$ cat config.mk
export PLATFORM = sky130hd
export DESIGN_NAME = utf8_validate_to_ascii_flat
export DESIGN_NICKNAME = d
export VERILOG_FILES = /design/src/sv/u8v_pkg.sv /design/src/sv/u8v_stream_if.sv /design/src/sv/u8v_step.sv /design/src/sv/utf8_validate_to_ascii.sv /design/src/flat_wrapper.sv
export SDC_FILE = /design/constraint.sdc
export NUM_CORES = 1
export LEC_CHECK = 0
export ABC_AREA = 1
export ABC_CLOCK_PERIOD_IN_PS = 2230
export BUFFER_PORTS_ARGS = -buffer_cell sky130_fd_sc_hd__buf_2
export CORE_MARGIN = 1
export CORE_UTILIZATION = 35
export DETAILED_ROUTE_END_ITERATION = 16
export HOLD_SLACK_MARGIN = 0.02
export PLACE_DENSITY = 0.64
export RECOVER_POWER = 25
export SLEW_MARGIN = 20
export SYNTH_ARGS = -nofsm -noshare
export SYNTH_HDL_FRONTEND = slang
export SYNTH_SLANG_ARGS = --single-unit
$ cat constraint.sdc
create_clock -name clk -period 2.23 [get_ports clk]
set_clock_uncertainty 0.15 [all_clocks]
set_input_delay 0.446 -clock clk [delete_from_list [all_inputs] [get_ports clk]]
set_output_delay 0.446 -clock clk [all_outputs]
set_load 0.02 [all_outputs]
$ cat src/sv/u8v_pkg.sv
// Package for the UTF-8 validator: item structs, string state, status codes and
// the byte constants used by the lead and continuation checks. No dependencies.
`default_nettype none

package u8v_pkg;

  typedef enum logic [1:0] {
    ERR_NONE    = 2'd0,
    ERR_INVALID = 2'd1,
    ERR_FULL    = 2'd2
  } err_t;

  localparam logic [7:0] BYTE_ASCII_TOP = 8'h80;
  localparam logic [7:0] MASK_CONT      = 8'hC0;
  localparam logic [7:0] MASK_3BIT      = 8'hE0;
  localparam logic [7:0] MASK_4BIT      = 8'hF0;
  localparam logic [7:0] MASK_LOW1      = 8'hFE;
  localparam logic [7:0] LEAD_2_MIN     = 8'hC2;
  localparam logic [7:0] LEAD_2_MAX     = 8'hDF;
  localparam logic [7:0] LEAD_3_BASE    = 8'hE0;
  localparam logic [7:0] LEAD_4_MIN     = 8'hF0;
  localparam logic [7:0] LEAD_4_MAX     = 8'hF4;
  localparam logic [7:0] LEAD_SURR      = 8'hED;
  localparam logic [7:0] LEAD_EF        = 8'hEF;
  localparam logic [7:0] CONT_BASE      = 8'h80;
  localparam logic [7:0] CONT_SURR      = 8'hA0;
  localparam logic [7:0] CONT_BF        = 8'hBF;
  localparam logic [7:0] CONT_BE        = 8'hBE;
  localparam logic [7:0] CONT_F4_MAX    = 8'h8F;
  localparam logic [6:0] CHAR_SUBST     = 7'h3F;

  typedef struct packed {
    logic [7:0] in_byte;
    logic       last_byte;
  } in_item_t;

  typedef struct packed {
    logic        char_valid;
    logic [6:0]  out_char;
    logic        done_res;
    logic [1:0]  status;
    logic [15:0] char_count;
    logic        saw_multibyte;
  } out_item_t;

  typedef struct packed {
    logic [1:0]  cont_left;
    logic [7:0]  lead;
    logic [7:0]  second;
    logic [15:0] count;
    logic        multibyte;
    err_t        err;
  } str_state_t;

endpackage

`default_nettype wire

$ cat src/sv/u8v_stream_if.sv
// Valid/ready channel interfaces for the byte input and the result output.
// Depends on nothing; payload fields carry the item fields by name.
`default_nettype none

interface u8v_in_if;
  logic       valid;
  logic       ready;
  logic [7:0] in_byte;
  logic       last_byte;

  modport source (output valid, output in_byte, output last_byte, input ready);
  modport sink   (input valid, input in_byte, input last_byte, output ready);
  modport mon    (input valid, input in_byte, input last_byte, input ready);
endinterface

interface u8v_out_if;
  logic        valid;
  logic        ready;
  logic        char_valid;
  logic [6:0]  out_char;
  logic        done_res;
  logic [1:0]  status;
  logic [15:0] char_count;
  logic        saw_multibyte;

  modport source (output valid, output char_valid, output out_char, output done_res,
                  output status, output char_count, output saw_multibyte, input ready);
  modport sink   (input valid, input char_valid, input out_char, input done_res,
                  input status, input char_count, input saw_multibyte, output ready);
  modport mon    (input valid, input char_valid, input out_char, input done_res,
                  input status, input char_count, input saw_multibyte, input ready);
endinterface

`default_nettype wire

$ cat src/sv/u8v_step.sv
// Combinational per-byte step: decodes one byte against the string state and
// produces the next state and the result item. Uses u8v_pkg.
`default_nettype none

module u8v_step (
  input  u8v_pkg::str_state_t st_i,
  input  u8v_pkg::in_item_t   item_i,
  input  logic [15:0]         max_chars_i,
  output u8v_pkg::str_state_t st_o,
  output u8v_pkg::out_item_t  res_o
);

  always_comb begin
    u8v_pkg::str_state_t nx;
    logic [7:0] b;
    logic [1:0] total;
    logic [1:0] pos;
    logic       cont_ok;
    logic       can_emit;
    logic       emit;
    logic [6:0] ch;

    nx       = st_i;
    b        = item_i.in_byte;
    emit     = 1'b0;
    ch       = '0;
    can_emit = (st_i.count < max_chars_i);

    if (st_i.lead >= u8v_pkg::LEAD_4_MIN) begin
      total = 2'd3;
    end else if (st_i.lead >= u8v_pkg::LEAD_3_BASE) begin
      total = 2'd2;
    end else begin
      total = 2'd1;
    end
    pos = total - st_i.cont_left + 2'd1;

    cont_ok = ((b & u8v_pkg::MASK_CONT) == u8v_pkg::CONT_BASE);
    if (pos == 2'd1) begin
      if (st_i.lead == u8v_pkg::LEAD_3_BASE && (b & u8v_pkg::MASK_3BIT) == u8v_pkg::CONT_BASE)
        cont_ok = 1'b0;
      if (st_i.lead == u8v_pkg::LEAD_SURR && (b & u8v_pkg::MASK_3BIT) == u8v_pkg::CONT_SURR)
        cont_ok = 1'b0;
      if (st_i.lead == u8v_pkg::LEAD_4_MIN && (b & u8v_pkg::MASK_4BIT) == u8v_pkg::CONT_BASE)
        cont_ok = 1'b0;
      if (st_i.lead == u8v_pkg::LEAD_4_MAX && b > u8v_pkg::CONT_F4_MAX)
        cont_ok = 1'b0;
    end else if (pos == 2'd2) begin
      // U+FFFE and U+FFFF are rejected on their third byte.
      if (st_i.lead == u8v_pkg::LEAD_EF && st_i.second == u8v_pkg::CONT_BF &&
          (b & u8v_pkg::MASK_LOW1) == u8v_pkg::CONT_BE)
        cont_ok = 1'b0;
    end

    if (st_i.err == u8v_pkg::ERR_NONE) begin
      if (st_i.cont_left == 2'd0) begin
        nx.lead   = '0;
        nx.second = '0;
        if (b < u8v_pkg::BYTE_ASCII_TOP) begin
          emit = 1'b1;
          ch   = b[6:0];
        end else if (b >= u8v_pkg::LEAD_2_MIN && b <= u8v_pkg::LEAD_2_MAX) begin
          nx.lead      = b;
          nx.cont_left = 2'd1;
        end else if ((b & u8v_pkg::MASK_4BIT) == u8v_pkg::LEAD_3_BASE) begin
          nx.lead      = b;
          nx.cont_left = 2'd2;
        end else if (b >= u8v_pkg::LEAD_4_MIN && b <= u8v_pkg::LEAD_4_MAX) begin
          nx.lead      = b;
          nx.cont_left = 2'd3;
        end else begin
          nx.err = u8v_pkg::ERR_INVALID;
        end
      end else if (!cont_ok) begin
        nx.err       = u8v_pkg::ERR_INVALID;
        nx.cont_left = 2'd0;
      end else begin
        if (pos == 2'd1)
          nx.second = b;
        nx.cont_left = st_i.cont_left - 2'd1;
        if (st_i.cont_left == 2'd1) begin
          emit = 1'b1;
          ch   = u8v_pkg::CHAR_SUBST;
        end
      end
    end

    res_o.char_valid = 1'b0;
    res_o.out_char   = '0;
    if (emit) begin
      if (can_emit) begin
        nx.count         = st_i.count + 16'd1;
        res_o.char_valid = 1'b1;
        res_o.out_char   = ch;
        if (ch == u8v_pkg::CHAR_SUBST && st_i.cont_left != 2'd0)
          nx.multibyte = 1'b1;
      end else begin
        nx.err = u8v_pkg::ERR_FULL;
      end
    end

    // A sequence still open at the end of the string is cut short.
    if (item_i.last_byte && nx.err == u8v_pkg::ERR_NONE && nx.cont_left != 2'd0)
      nx.err = u8v_pkg::ERR_INVALID;

    res_o.done_res      = item_i.last_byte;
    res_o.status        = nx.err;
    res_o.char_count    = nx.count;
    res_o.saw_multibyte = nx.multibyte;

    if (item_i.last_byte)
      nx = '0;

    st_o = nx;
  end

endmodule

`default_nettype wire

$ cat src/sv/utf8_validate_to_ascii.sv
// Top level of the streaming strict UTF-8 checker: input register, step logic,
// result register and the capacity register. Uses u8v_pkg, u8v_stream_if, u8v_step.
//
//   channel   direction  handshake     payload
//   in_chan   in         valid/ready   in_byte[7:0], last_byte
//   out_chan  out        valid/ready   char_valid, out_char[6:0], done_res,
//                                      status[1:0], char_count[15:0], saw_multibyte
//   cfg_*     in         write enable  cfg_wr_data[15:0] = max_output_chars
//
// One byte per cycle sustained while out_chan is ready; each request passes through the
// input register, then the result register, before it is offered on out_chan.
// The string state is updated as a byte moves from the input to the result register.
// When out_chan stalls, the result register holds, and in_chan.ready drops as soon
// as the input register holds a byte.
// Reset (rst_n low, synchronous) empties both registers, clears the string state
// and sets the capacity to 65535.
`default_nettype none

module utf8_validate_to_ascii (
  input  logic        clk,
  input  logic        rst_n,
  u8v_in_if.sink      in_chan,
  u8v_out_if.source   out_chan,
  input  logic        cfg_wr_en,
  input  logic [15:0] cfg_wr_data
);

  logic                in_v_r;
  u8v_pkg::in_item_t   in_data_r;
  logic                out_v_r;
  u8v_pkg::out_item_t  out_data_r;
  u8v_pkg::str_state_t st_r;
  u8v_pkg::str_state_t st_nxt;
  u8v_pkg::out_item_t  res_nxt;
  logic [15:0]         max_r;
  logic                adv;
  logic                in_take;

  assign adv     = in_v_r && (!out_v_r || out_chan.ready);
  assign in_take = in_chan.valid && in_chan.ready;
  assign in_chan.ready = !in_v_r || adv;

  u8v_step u_step (
    .st_i        (st_r),
    .item_i      (in_data_r),
    .max_chars_i (max_r),
    .st_o        (st_nxt),
    .res_o       (res_nxt)
  );

  always_ff @(posedge clk) begin
    if (!rst_n) begin
      in_v_r  <= 1'b0;
      out_v_r <= 1'b0;
      st_r    <= '0;
      max_r   <= 16'hFFFF;
    end else begin
      if (cfg_wr_en)
        max_r <= cfg_wr_data;
      if (in_take)
        in_v_r <= 1'b1;
      else if (adv)
        in_v_r <= 1'b0;
      if (adv) begin
        out_v_r <= 1'b1;
        st_r    <= st_nxt;
      end else if (out_chan.ready) begin
        out_v_r <= 1'b0;
      end
    end
  end

  always_ff @(posedge clk) begin
    if (in_take)
      in_data_r <= '{in_byte: in_chan.in_byte, last_byte: in_chan.last_byte};
    if (adv)
      out_data_r <= res_nxt;
  end

  assign out_chan.valid         = out_v_r;
  assign out_chan.char_valid    = out_data_r.char_valid;
  assign out_chan.out_char      = out_data_r.out_char;
  assign out_chan.done_res      = out_data_r.done_res;
  assign out_chan.status        = out_data_r.status;
  assign out_chan.char_count    = out_data_r.char_count;
  assign out_chan.saw_multibyte = out_data_r.saw_multibyte;

endmodule

`default_nettype wire

$ cat src/flat_wrapper.sv
// flat-port wrapper written by rule: the top's interface ports become plain ports
module utf8_validate_to_ascii_flat 
  (clk, rst_n, cfg_wr_en, cfg_wr_data, in_chan_valid, in_chan_in_byte, in_chan_last_byte, in_chan_ready, out_chan_valid, out_chan_char_valid, out_chan_out_char, out_chan_done_res, out_chan_status, out_chan_char_count, out_chan_saw_multibyte, out_chan_ready);
  u8v_in_if in_chan_i ();
  u8v_out_if out_chan_i ();
  input  logic clk;
  input  logic rst_n;
  input  logic cfg_wr_en;
  input  logic [15:0] cfg_wr_data;
  input wire logic [$bits(in_chan_i.valid)-1:0] in_chan_valid;
  input wire logic [$bits(in_chan_i.in_byte)-1:0] in_chan_in_byte;
  input wire logic [$bits(in_chan_i.last_byte)-1:0] in_chan_last_byte;
  output wire logic [$bits(in_chan_i.ready)-1:0] in_chan_ready;
  output wire logic [$bits(out_chan_i.valid)-1:0] out_chan_valid;
  output wire logic [$bits(out_chan_i.char_valid)-1:0] out_chan_char_valid;
  output wire logic [$bits(out_chan_i.out_char)-1:0] out_chan_out_char;
  output wire logic [$bits(out_chan_i.done_res)-1:0] out_chan_done_res;
  output wire logic [$bits(out_chan_i.status)-1:0] out_chan_status;
  output wire logic [$bits(out_chan_i.char_count)-1:0] out_chan_char_count;
  output wire logic [$bits(out_chan_i.saw_multibyte)-1:0] out_chan_saw_multibyte;
  input wire logic [$bits(out_chan_i.ready)-1:0] out_chan_ready;
  assign in_chan_i.valid = in_chan_valid;
  assign in_chan_i.in_byte = in_chan_in_byte;
  assign in_chan_i.last_byte = in_chan_last_byte;
  assign in_chan_ready = in_chan_i.ready;
  assign out_chan_valid = out_chan_i.valid;
  assign out_chan_char_valid = out_chan_i.char_valid;
  assign out_chan_out_char = out_chan_i.out_char;
  assign out_chan_done_res = out_chan_i.done_res;
  assign out_chan_status = out_chan_i.status;
  assign out_chan_char_count = out_chan_i.char_count;
  assign out_chan_saw_multibyte = out_chan_i.saw_multibyte;
  assign out_chan_i.ready = out_chan_ready;
  utf8_validate_to_ascii u_core (.clk(clk), .rst_n(rst_n), .in_chan(in_chan_i), .out_chan(out_chan_i), .cfg_wr_en(cfg_wr_en), .cfg_wr_data(cfg_wr_data));
endmodule
==> run metrics, run 1 <==
Via density 4.73; Setup TNS Final -4.96 ns; sequential fraction of design power 0.478; layout cell share with drive strength beyond 1 0.306; Synth Area in XOR/XNOR 0.0222; dpl hpwl 8.21 mm; CP required 2.38 ns; die width 118 um; Distinct cells, synth 44; placed cells 851; Row Count 41; Final Hold Viols 0; Worst-Skew Late Latency 0.35 ns; Leak 2.75 nW; Clock Path Buffers 2; violated checks setup timing; Crit path largest cell delay 0.35 ns; initial antenna violation count 0; worst r2r path cells 15; worst hold path stage count 1; die height 118 um; WHS 0.115 ns; post-synthesis compound-gate area fraction 0.151; outcome complete, but fails checks; gr ovfl total 0; syn_nets 640; DRT iter0 DRCs 204; CTS Root Cell clkbuf_16; H-Tree Depth 3; final WL 11.3 mm; Non-Filler Instances 874; Top Ports 60; DR DRC count 0; fin crit share 1.08; syn avg cell area 7.91 um^2; TritonRoute pass-1 iters 4; gpl congestion 0.896; clock power share 0.404; main combinational cell family by area after synthesis simple AND/OR/NAND/NOR gates; area fraction in and, or, nand and nor cells after synthesis 0.219; worst min-delay path class in -> reg; TritonCTS clock tree done; post-route ant nets 0; worst setup margin -0.176 ns; Setup Crit Path Kind reg -> reg; VDD IR max 0.385 mV; combinational share of power 0.117; clock slew at the register clock pins of the worst setup and hold paths 0.06 ns; Post-Place Setup Slack -0.116 ns; Tmin final 2.41 ns; Synth Area in Adders 0.0509; Area Overhead vs Synth 28.8%; worst-margin pin slew 0.637 ns; switching portion of total power 0.245; Total GRT Usage 0.170; CP Data Arrival Time 2.55 ns; switching power 0.963 mW; Peak Freq 416 MHz; Critical Path End Type flip-flop; Slew HR 0.575; clock sink count 92; Setup violations, final 44; Ys Warns 0; cell-internal power 2.97 mW; PwrDens 654 nW/um^2; EDFF count, synth 37; largest net degree at the start of global routing 34; critical-path cell list nand3_4 > nor2_4 > inv_2 > ha_4 > nand3b_1 > nor2_1 > nand2_1 > nand2_1 > nand2_2 > nand2_4 > a21boi_4 > nand2_4 > buf_4 > o21ai_2 > and3_1; ANT cells 0; synthesized cell area 4670 um^2; post-synthesis mux area share 0; flops & latches, synth 92; RSZ-0062 raised after global routing true; cts bufs inserted 9; Starting Density 0.364; Crit Path Max Fanout 8; total die area 13,800 um^2; Startpoint Class flip-flop; IO Port Bufs 59; vias in the first global route 3,873; hold buffer count at cts 0; first-pass GRT wire length 18.5 mm; Post-synth top flop dfxtp_1; Critical-path top delay cell dfxtp_2; Max Slew Vio Count 0; register area share after synthesis 0.473; Mapped Cells 591; Core Area 12,800 um^2; max-cap violations 0; drt wl/cell 12.9 um; Async SR Flop Fraction 0; final net count 746; routed vias 4,133
## worst max-delay path: cells and delay by family, from the launching register on
| family | cells | cell delay (ns) |
|---|---|---|
| buffers and inverters | 2 | 0.25 |
| DFF | 1 | 0.35 |
| AOI/OAI and AO/OA | 2 | 0.39 |
| adders and majority gates | 1 | 0.27 |
| and+or+nand+nor | 10 | 0.94 |
## cell families after synthesis
kind of cell | after synthesis
AOI/OAI and AO/OA | 130
xor gates and xnor gates | 11
adders and majority gates | 19
buffers and inverters | 97
DFF | 92
and+or+nand+nor | 242
## per-layer routing
layer,up-vias,global-route usage,share of wire
met2,97,0.257,0.44
met3,14,0.0359,0.044
li1,2153,-,-
met4,0,0.0769,0.017
met1,1869,0.232,0.50
met5,-,0,0
## synthesized netlist by cell type (all sizes together), types with 2 or more instances
cell | n | share of area
nand4 | 5 | 0.0067
xor2 | 9 | 0.018
nand2 | 154 | 0.13
nor2 | 47 | 0.040
o21ai | 55 | 0.060
a21oi | 66 | 0.072
ha | 19 | 0.051
inv | 77 | 0.062
nand3b | 2 | 0.0032
clkbuf | 10 | 0.0083
buf | 8 | 0.011
a211oi | 2 | 0.0043
a2bb2oi | 2 | 0.0038
dfxtp | 55 | 0.24
nand3 | 19 | 0.020
nor3 | 11 | 0.014
clkinv | 2 | 0.0019
edfxtp | 37 | 0.24
xnor2 | 2 | 0.0038
## cell usage in the layout, fill, tap and decap left out, types with 7 or more instances in the layout
cell | Yosys | final
nand2_2 | 4 | 21
nor3_1 | 9 | 7
inv_1 | 64 | 59
o21ai_1 | 19 | 18
a21oi_2 | 2 | 13
nor2_1 | 45 | 43
edfxtp_1 | 37 | 37
dfxtp_1 | 55 | 52
xor2_1 | 8 | 8
nand3_1 | 19 | 17
buf_4 | 1 | 50
ha_1 | 19 | 17
buf_2 | 3 | 59
clkbuf_16 | 0 | 9
o21ai_2 | 1 | 9
inv_2 | 13 | 18
nand2_1 | 149 | 131
o21ai_0 | 35 | 28
a21oi_1 | 64 | 53
## registers in the layout (all words and copies together) (netlist names)
signal and flops:
u_core.out_chan.valid 1, u_core.out_chan.done_res 1, u_core.out_chan.status 2, u_core.out_chan.char_count 16
u_core.out_chan.out_char 7, u_core.st_r 37, u_core.in_data_r 9, u_core.out_chan.saw_multibyte 1
u_core.out_chan.char_valid 1, u_core.max_r 16, u_core.in_v_r 1
## through the flow
stage / power, mW / util / area, um^2
after floorplan: 2.18 / - / 4700
after global placement: 2.33 / 0.426 / 5470
after detailed placement: 2.34 / 0.426 / 5470
after CTS: 3.94 / 0.457 / 5860
after global routing: 4.11 / 0.469 / 6020
final: 3.93 / 0.469 / 6020
## power by group through the flow
stage	Clock, mW	Combinational, mW	Sequential, mW
floorplan	0	0.237	1.95
global placement	0	0.414	1.92
detailed placement	0	0.425	1.92
CTS	1.63	0.435	1.88
global route	1.70	0.515	1.89
finish	1.59	0.462	1.88
## area by class of cell
class | instances | area, um^2
clock buffers | 13 | 270
multi-input cells | 402 | 2260
well taps | 172 | 215
repair buffers | 113 | 708
fillers | 1253 | 6810
inverters | 79 | 302
flip-flops and latches | 92 | 2220
clock inverters | 3 | 43.8
## repair_timing
item                                    CTS  global route
cloned                                    0             1
endpoints found under the setup margin   46            63
resized for setup                        21            44
pin swaps                                14            24
buffers inserted                          3             3
## worst paths after layout
path | start | end | slack, ns
max | u_core.st_r[34] | u_core.st_r[2] | -0.18
min | in_chan_in_byte[5] | u_core.in_data_r[6] | 0.11
max reg2reg | u_core.st_r[34] | u_core.st_r[2] | -0.18
min reg2reg | u_core.st_r[25] | u_core.st_r[25] | 0.32
(Power assumes the default switching activity.)
==> inputs of run 2 (changes only) <==
--- a/config.mk
+++ b/config.mk
@@ -8,11 +8,13 @@
 export ABC_AREA = 1
 export ABC_CLOCK_PERIOD_IN_PS = 2230
 export BUFFER_PORTS_ARGS = -buffer_cell sky130_fd_sc_hd__buf_2
+export CELL_PAD_IN_SITES_DETAIL_PLACEMENT = 1
+export CELL_PAD_IN_SITES_GLOBAL_PLACEMENT = 1
 export CORE_MARGIN = 1
 export CORE_UTILIZATION = 35
 export DETAILED_ROUTE_END_ITERATION = 16
 export HOLD_SLACK_MARGIN = 0.02
-export PLACE_DENSITY = 0.64
+export PLACE_DENSITY = 0.79
 export RECOVER_POWER = 25
 export SLEW_MARGIN = 20
 export SYNTH_ARGS = -nofsm -noshare
==> run 2 against run 1 <==
The flow still finishes with violations (setup timing). Setup slack got worse by 0.27 ns. Clock power about the same. Via count increased by 9.7%. First-iteration DRC count increased by 35%. Register-to-register slack got worse by 0.27 ns. Maximum frequency decreased by 10%. Power increased by 2.8%. Critical path depth increased by 4. Cell count increased by 0.92%. Largest cell class unchanged.
==> run metrics, run 2 (synthesized netlist as in run 1, its figures left out) <==
outcome complete, but fails checks; violated checks setup timing; fin crit share 1.20; Startpoint Class flip-flop; most flop-heavy register u_core.st_r; Top Ports 60; most common cell after layout, fill and taps aside nand2_1; Slew HR 0.622; post-route ant nets 0; VDD IR max 0.364 mV; hold buffer count at cts 0; DR DRC count 0; final WL 15.8 mm; clock slew at the register clock pins of the worst setup and hold paths 0.07 ns; Starting Density 0.364; switching portion of total power 0.260; cts bufs inserted 9; total die area 13,800 um^2; switching power 1.05 mW; placed cells 851; die height 118 um; DRT iter0 DRCs 276; Core Area 12,800 um^2; critical-path cell list nand3_4 > nor2_4 > inv_2 > ha_4 > nand2_2 > nand2_2 > nand2_2 > nor2_1 > nand2_1 > nand2_1 > nand2_2 > nand2_4 > a21boi_4 > buf_6 > nand2_8 > buf_6 > xor2_2 > nand2_1 > a21oi_2; PwrDens 642 nW/um^2; ANT cells 0; worst setup margin -0.450 ns; gpl congestion 0.917; Setup violations, final 56; Area Overhead vs Synth 34.9%; worst min-delay path class in -> reg; Tmin final 2.68 ns; cell-internal power 2.99 mW; Crit path largest cell delay 0.37 ns; max reg flops 37; routed vias 4,534; worst-margin pin slew 0.566 ns; CTS Root Cell clkbuf_16; largest net degree at the start of global routing 33; TritonRoute pass-1 iters 4; Total GRT Usage 0.222; Peak Freq 373 MHz; final net count 754; Row Count 41; clock power share 0.394; RSZ-0062 raised after global routing true; Setup Crit Path Kind reg -> reg; sequential fraction of design power 0.467; IO Port Bufs 59; Crit Path Max Fanout 6; critical path's top delay family simple AND/OR/NAND/NOR gates; CP required 2.36 ns; vias in the first global route 4,699; drt wl/cell 17.9 um; Final Cell Area 6300 um^2; commonest cells after routing, fill and taps aside nand2_1 (129), buf_2 (59), inv_1 (55), a21oi_1 (54), dfxtp_1 (52); Max Slew Vio Count 0; Core Util, Final 0.491; Final Hold Viols 0; CP Data Arrival Time 2.81 ns; Power Total 4.04 mW; Worst-Skew Late Latency 0.35 ns; TritonCTS clock tree done; layout cell share with drive strength beyond 1 0.342; Critical Path End Type flip-flop; crit path buf inv count 3; most used cell, CP nand2_2; first-pass GRT wire length 24.0 mm; Post-DP Area 5500 um^2; H-Tree Depth 3; Leak 2.84 nW; max-cap violations 0; Clock Path Buffers 2; fillers 1,578; Critical-path top delay cell dfxtp_2; Via density 5.14; dpl hpwl 10.0 mm; die width 118 um; clock sink count 92; Non-Filler Instances 882; initial antenna violation count 0; combinational share of power 0.139; FF-to-FF setup slack -0.45 ns; gr ovfl total 0
run 2: cell types whose count changed in the layout (fill, tap and decap cells not counted), sizes merged:
cell / delta
clkinvlp: +1
inv: +1
buf: +9
clkinv: -3
run 2: worst register-to-register path, stage by stage (launching register included):
cell and delay, ns:
dfxtp_2 0.37, nand3_4 0.09, nor2_4 0.12, inv_2 0.06, ha_4 0.17, nand2_2 0.11, nand2_2 0.07, nand2_2 0.08
nor2_1 0.06, nand2_1 0.08, nand2_1 0.08, nand2_2 0.10, nand2_4 0.08, a21boi_4 0.23, buf_6 0.16, nand2_8 0.09
buf_6 0.14, xor2_2 0.15, nand2_1 0.10, a21oi_2 0.12
run 2: area by class of cell:
cell class | count | area (um^2) | share of cell area
Multi-Input combinational cell | 402 | 2410 | 0.382
Sequential cell | 92 | 2220 | 0.352
Timing Repair Buffer | 121 | 855 | 0.136
Inverter | 79 | 310 | 0.0492
Clock buffer | 14 | 265 | 0.0421
Tap cell | 172 | 215 | 0.0341
Clock inverter | 2 | 35.0 | 0.00556
run 2: timing repair:
action | in CTS | in global routing
gates resized for setup | 49 | 67
setup buffers | 12 | 4
endpoints found under the setup margin | 55 | 63
cloned | 1 | 0
pin swaps | 21 | 22
run 2: path summary, 6_finish.rpt:
kind / cells past startpoint / startpoint / to
min: 1 / in_chan_in_byte[2] / u_core.in_data_r[3]
max: 19 / u_core.st_r[32] / u_core.st_r[3]
min reg2reg: 2 / u_core.max_r[0] / u_core.max_r[0]
max reg2reg: 19 / u_core.st_r[32] / u_core.st_r[3]
run 2: routing by layer:
metal	wire, um	GRT usage
met4	614	0.0857
met1	6720	0.279
met5	0	0
met3	576	0.0397
met2	7850	0.379
run 2: power groups by stage:
stage / clock network (mW) / registers (mW) / logic [mW]
after floorplan: 0 / 1.95 / 0.237
after CTS: 1.61 / 1.89 / 0.506
final: 1.59 / 1.89 / 0.561
after global routing: 1.69 / 1.89 / 0.612
after global placement: 0 / 1.92 / 0.432
after detailed placement: 0 / 1.92 / 0.452
run 2: per-stage QoR:
step / hold WS, ns / setup TNS [ns] / setup slack, ns
after floorplan: 0.274 / 0 / 0.00675
after global placement: 0.285 / -1.67 / -0.0917
after detailed placement: 0.295 / -7.81 / -0.253
after CTS: 0.108 / -4.15 / -0.153
after global routing: 0.114 / -25.79 / -0.605
final: 0.116 / -18.15 / -0.450
